File: src/hdl/cau_pkg.sv
package cau_pkg;

  localparam int DATA_WIDTH    = 16;
  localparam int FRAC_BITS_DEF = 8;
  localparam int MAG_W         = 2 * DATA_WIDTH;

  typedef enum logic [1:0] {
    OP_ADD = 2'd0,
    OP_SUB = 2'd1,
    OP_MUL = 2'd2,
    OP_DIV = 2'd3
  } op_t;

  typedef enum logic [1:0] {
    ST_OK  = 2'd0,
    ST_SAT = 2'd1,
    ST_DZ  = 2'd2
  } status_t;

  typedef struct packed {
    op_t                           kind;
    logic signed [DATA_WIDTH-1:0]  a_re;
    logic signed [DATA_WIDTH-1:0]  a_im;
    logic signed [DATA_WIDTH-1:0]  b_re;
    logic signed [DATA_WIDTH-1:0]  b_im;
  } in_t;

  typedef struct packed {
    logic signed [DATA_WIDTH-1:0]  res_re;
    logic signed [DATA_WIDTH-1:0]  res_im;
    status_t                       status;
  } out_t;

  // Control and non-divide results that travel beside the divider cells.
  typedef struct packed {
    logic              valid;
    logic              is_div;
    logic              dz;
    logic              re_neg;
    logic              im_neg;
    logic [MAG_W-1:0]  re_mag;
    logic [MAG_W-1:0]  im_mag;
  } side_t;

  localparam logic [MAG_W-1:0] POS_LIM = MAG_W'((64'd1 << (DATA_WIDTH - 1)) - 64'd1);
  localparam logic [MAG_W-1:0] NEG_LIM = MAG_W'(64'd1 << (DATA_WIDTH - 1));

  // Saturating conversion of sign and magnitude to two's complement.
  function automatic logic [DATA_WIDTH:0] sat_sm(input logic neg, input logic [MAG_W-1:0] mag);
    logic [DATA_WIDTH-1:0] v;
    logic                  f;
    begin
      f = 1'b0;
      if (neg) begin
        if (mag > NEG_LIM) begin
          v = NEG_LIM[DATA_WIDTH-1:0];
          f = 1'b1;
        end else begin
          v = DATA_WIDTH'(~mag[DATA_WIDTH-1:0] + 1'b1);
        end
      end else begin
        if (mag > POS_LIM) begin
          v = POS_LIM[DATA_WIDTH-1:0];
          f = 1'b1;
        end else begin
          v = mag[DATA_WIDTH-1:0];
        end
      end
      sat_sm = {f, v};
    end
  endfunction

endpackage

File: src/hdl/cau_div_cell.sv
module cau_div_cell #(
  parameter int FRAC_BITS = cau_pkg::FRAC_BITS_DEF
) (
  input  logic                                            clk,
  input  logic                                            en,
  input  logic [cau_pkg::MAG_W-1:0]                       den_i,
  input  logic [cau_pkg::MAG_W+FRAC_BITS-1:0]             dvd_i,
  input  logic [cau_pkg::MAG_W-1:0]                       rem_i,
  input  logic [cau_pkg::DATA_WIDTH-1:0]                  q_i,
  input  logic                                            big_i,
  output logic [cau_pkg::MAG_W-1:0]                       den_o,
  output logic [cau_pkg::MAG_W+FRAC_BITS-1:0]             dvd_o,
  output logic [cau_pkg::MAG_W-1:0]                       rem_o,
  output logic [cau_pkg::DATA_WIDTH-1:0]                  q_o,
  output logic                                            big_o
);
  import cau_pkg::*;

  localparam int QW = MAG_W + FRAC_BITS;

  logic [MAG_W-1:0] rsh;
  logic             ge;

  // The remainder stays below the divisor, so its top bit is always clear.
  assign rsh = {rem_i[MAG_W-2:0], dvd_i[QW-1]};
  assign ge  = (rsh >= den_i);

  always_ff @(posedge clk) begin
    if (en) begin
      den_o <= den_i;
      dvd_o <= {dvd_i[QW-2:0], 1'b0};
      rem_o <= ge ? (rsh - den_i) : rsh;
      q_o   <= {q_i[DATA_WIDTH-2:0], ge};
      big_o <= big_i | q_i[DATA_WIDTH-1];
    end
  end

endmodule

File: config.mk
export PLATFORM = sky130hd
export DESIGN_NAME = cau_div_cell
export DESIGN_NICKNAME = d
export VERILOG_FILES = /design/src/hdl/cau_pkg.sv /design/src/hdl/cau_div_cell.sv
export SDC_FILE = /design/constraint.sdc
export NUM_CORES = 1
export LEC_CHECK = 0
export BUFFER_PORTS_ARGS = -buffer_cell sky130_fd_sc_hd__buf_2
export CAP_MARGIN = 25
export CORE_ASPECT_RATIO = 1.5
export CORE_MARGIN = 10
export CORE_UTILIZATION = 44
export CTS_BUF_LIST = sky130_fd_sc_hd__clkbuf_16
export DETAILED_ROUTE_END_ITERATION = 7
export PLACE_DENSITY = 0.78
export SETUP_SLACK_MARGIN = 0.1
export SLEW_MARGIN = 20
export SYNTH_ARGS = -nofsm -noshare
export SYNTH_HDL_FRONTEND = slang
export SYNTH_SLANG_ARGS = --single-unit
File: constraint.sdc
create_clock -name clk -period 2.9 [get_ports clk]
set_clock_uncertainty 0.15 [all_clocks]
set_input_delay 0.435 -clock clk [delete_from_list [all_inputs] [get_ports clk]]
set_output_delay 0.435 -clock clk [all_outputs]
set_load 0.05 [all_outputs]
==> summary.md <==
The cell at the slowest stage of the critical path is sky130_fd_sc_hd__a221o_1. The pre-CTS worst setup slack was -306.5 ps; the TritonCTS sink count was 120. The share of flip-flops with an asynchronous set or reset is 0%, and the initial core utilization is 45.35%. The number of warnings issued by yosys was 0. Buffers inserted to repair hold after CTS numbered 0. The first global-routing pass estimated 26760 um of wire. The total detailed-routing wirelength was 17920 um.

Measured on the finished design, the core utilization comes to 67.01%. Summed over its instances, the top area cell type makes up 60.75% of the synthesized netlist area. The cell chosen for the clock root is sky130_fd_sc_hd__clkbuf_16. In the layout the commonest cells are 240 x sky130_fd_sc_hd__buf_2, 120 x sky130_fd_sc_hd__edfxtp_1, 81 x sky130_fd_sc_hd__buf_4. In the routed layout, each cell is associated on average with a via count of 5.169. Headroom to the max-slew limit came out at 64.18%. The largest single stage delay on the critical path is 380 ps.

Synthesis produced 444 cells. At the end of routability-driven placement, the weighted congestion stood at 0.8544. The height of the die was 162.2 um. Summed over all instances, the cell type with the most area after synthesis is sky130_fd_sc_hd__edfxtp_1. The clock tree synthesis step divided the H-tree into 4 levels. The CTS clock-pin slew for the worst setup and hold paths is 60 ps. DRC violations left: 0.

The run finished with clean final reports. The cell family contributing the most delay on the critical path was compound AO/OA/AOI/OAI gates. The flip-flop and latch count after synthesis is 120. The average size of a mapped cell was 13.36 sq um. Counting the fill cells in the layout gives 1006.

The register area share after synthesis was 60.75%; the area of the multi-input gates was 2293 sq um. The tools report the number of iterations in the first detailed-routing pass as 4. The number of routed nets with antenna violations came out at 0. Most common cell after layout, fill and taps aside: sky130_fd_sc_hd__buf_2. For the final-report hold violation count, the log shows 0.

Registers take 3603 sq um. Net total in the final layout: 930. In this run the worst hold path is classified as in2reg. When the netlist entered floorplanning its net count stood at 600. The clock passes through at most 2 buffers. For the placed wire-length estimate after detailed placement, the log shows 14250 um. In this run the power density over the cells is 689.8 nW/um^2. Yosys attributes the largest share of cell area to sky130_fd_sc_hd__edfxtp_1 61%, sky130_fd_sc_hd__ha_1 6.7%, sky130_fd_sc_hd__mux2_2 4.7%. Entering global routing, the biggest net connects 61 pins. STA classifies the critical path startpoint as an input pin. For the final number of max-transition violations, the log shows 0. The worst setup path is of the in2reg kind.

Setup slack on the critical path of the routed design comes to 141.4 ps. The critical path crosses 12 cells after its start point. Of the cells placed in the final design, the portion with a size suffix greater than 1 is 53.11%. Of the available clock period, the critical path in the final layout requires 95.12%. Based on the critical path, the design can be clocked at up to 362.5 MHz. The quantity of I/O buffers inserted on ports was 241. The measured slew at the worst slew-check pin is 537.3 ps. Traced cell by cell, the critical path runs through buf_2, inv_1, ha_1, o21a_1, o211a_1, o41ai_1, buf_4, a21oi_1, a221o_1, a311oi_2, xnor2_1, mux2_2. TritonCTS built the clock tree.

At the worst endpoint, the arrival time is 2770 ps. In the final timing run, aggregate negative setup slack is 0 ps. The tools report the number of global-route vias before repair as 5237. The most used flip-flop cell after synthesis was sky130_fd_sc_hd__edfxtp_1.

The placed instances occupy a cell area of 7928 sq um. The die is 114.8 um wide. The analysis attributes to cell leakage a power of 3.974 nW. The average wire length per cell after detail routing came out at 18.93 um.

After synthesis the cells add up to 5932 sq um. Summing over every cut layer, the via total after detailed routing is 4895. For the worst setup path, the data required time is 2910 ps. In this run the worst path has a maximum fanout of 6. The total overflow left after global routing is 0. The number of buffers and inverters on the critical path is 3. The number of antenna violations at the first check in global routing was 1; the row count was 51. The worst setup path is captured at a flop. The number of buffers created by CTS came out at 17. Global routing used 18.24% of the available tracks across all layers.

Setup repair after global routing could not meet its margin everywhere. 244 I/O pins were placed. The core area came out at 13080 sq um.

The final critical delay including setup and external delays is 2759 ps, and the maximum VDD drop is 0.0003879 V. The finished cells cover 8766 sq um. Compared with the post-synthesis result, the final layout area differs by 47.77%. The area enclosed by the die boundary was 18620 sq um; the number of stages on the worst hold path was 1.

In this run, synthesis inferred 120 flip-flops with an integrated enable. Final hold analysis gives a worst-case slack of 45.13 ps. For this block, the initial DRC count from the detailed router was 193. The number of distinct library cells after synthesis came out at 58. The tool flagged a number of max-cap violations equal to 0. Setup violations remaining at the end of the flow were counted as 0.
where the power goes:
group,switching (W),internal (W)
clock,0.000825,0.00138
combinational,0.00110,0.000591
sequential,0.0000414,0.00211
kinds of logic (layout without fill, tap and decap cells):
group,Yosys count,count (layout),share of synthesized area (%)
buffers and inverters,54,397,3.881
adder cells (fa/ha/maj),33,33,7.087
XOR/XNOR,28,28,4.134
flip-flops,120,120,60.75
AND/OR/NAND/NOR,75,75,6.201
multiplexers,32,32,6.032
other,1,2,0.06322
AO/OA/AOI/OAI,101,101,11.85
routing by layer:
metal  GRT usage, %  part of all wire [%]  vias up
li1               -                     -     2331
met1          17.88                    34     2290
met2          33.45                    53      233
met3          6.711                   9.4       41
met4          7.054                   2.9        0
met5              0                     0        -
cell usage after synthesis, types with 6 or more instances:
library cell               instances
sky130_fd_sc_hd__a21o_1            8
sky130_fd_sc_hd__xor2_1           10
sky130_fd_sc_hd__clkbuf_1         12
sky130_fd_sc_hd__edfxtp_1        120
sky130_fd_sc_hd__nand3_1           8
sky130_fd_sc_hd__ha_1             32
sky130_fd_sc_hd__o21ai_0          15
sky130_fd_sc_hd__nand2_1          20
sky130_fd_sc_hd__mux2_2           25
sky130_fd_sc_hd__a21oi_1          31
sky130_fd_sc_hd__o211ai_1          6
sky130_fd_sc_hd__o21a_1            6
sky130_fd_sc_hd__nor2_1           17
sky130_fd_sc_hd__nand4_1           7
sky130_fd_sc_hd__xnor2_1          18
sky130_fd_sc_hd__inv_1            37
layout make-up:
class	count	area share, %
well taps	159	2.269
flip-flops and latches	120	41.11
multi-input cells	270	26.16
repair buffers	328	21.77
clock inverters	15	2.170
inverters	37	1.641
diodes	1	0.02855
clock buffers	17	4.853
through the flow:
stage	cells	power, W
CTS	938	0.006025
global route	947	0.006279
floorplan	444	0.003271
detailed placement	906	0.003812
finish	947	0.006047
global placement	906	0.003784
path summary, 6_finish.rpt:
kind / end / slack, ps / from
worst min-delay path: dvd_o[20] / 50 / dvd_i[19]
worst max-delay path: rem_o[31] / 140 / den_i[4]
registers in the layout (all words and copies together) (netlist names):
register / count
dvd_o: 39
den_o: 32
rem_o: 32
q_o: 16
big_o: 1
what timing repair did:
item,in CTS,in global routing
endpoints found under the hold margin,0,0
buffers inserted,0,6
endpoints found under the setup margin,0,30
resized for setup,0,38
Power figures use the tool's default switching activity.
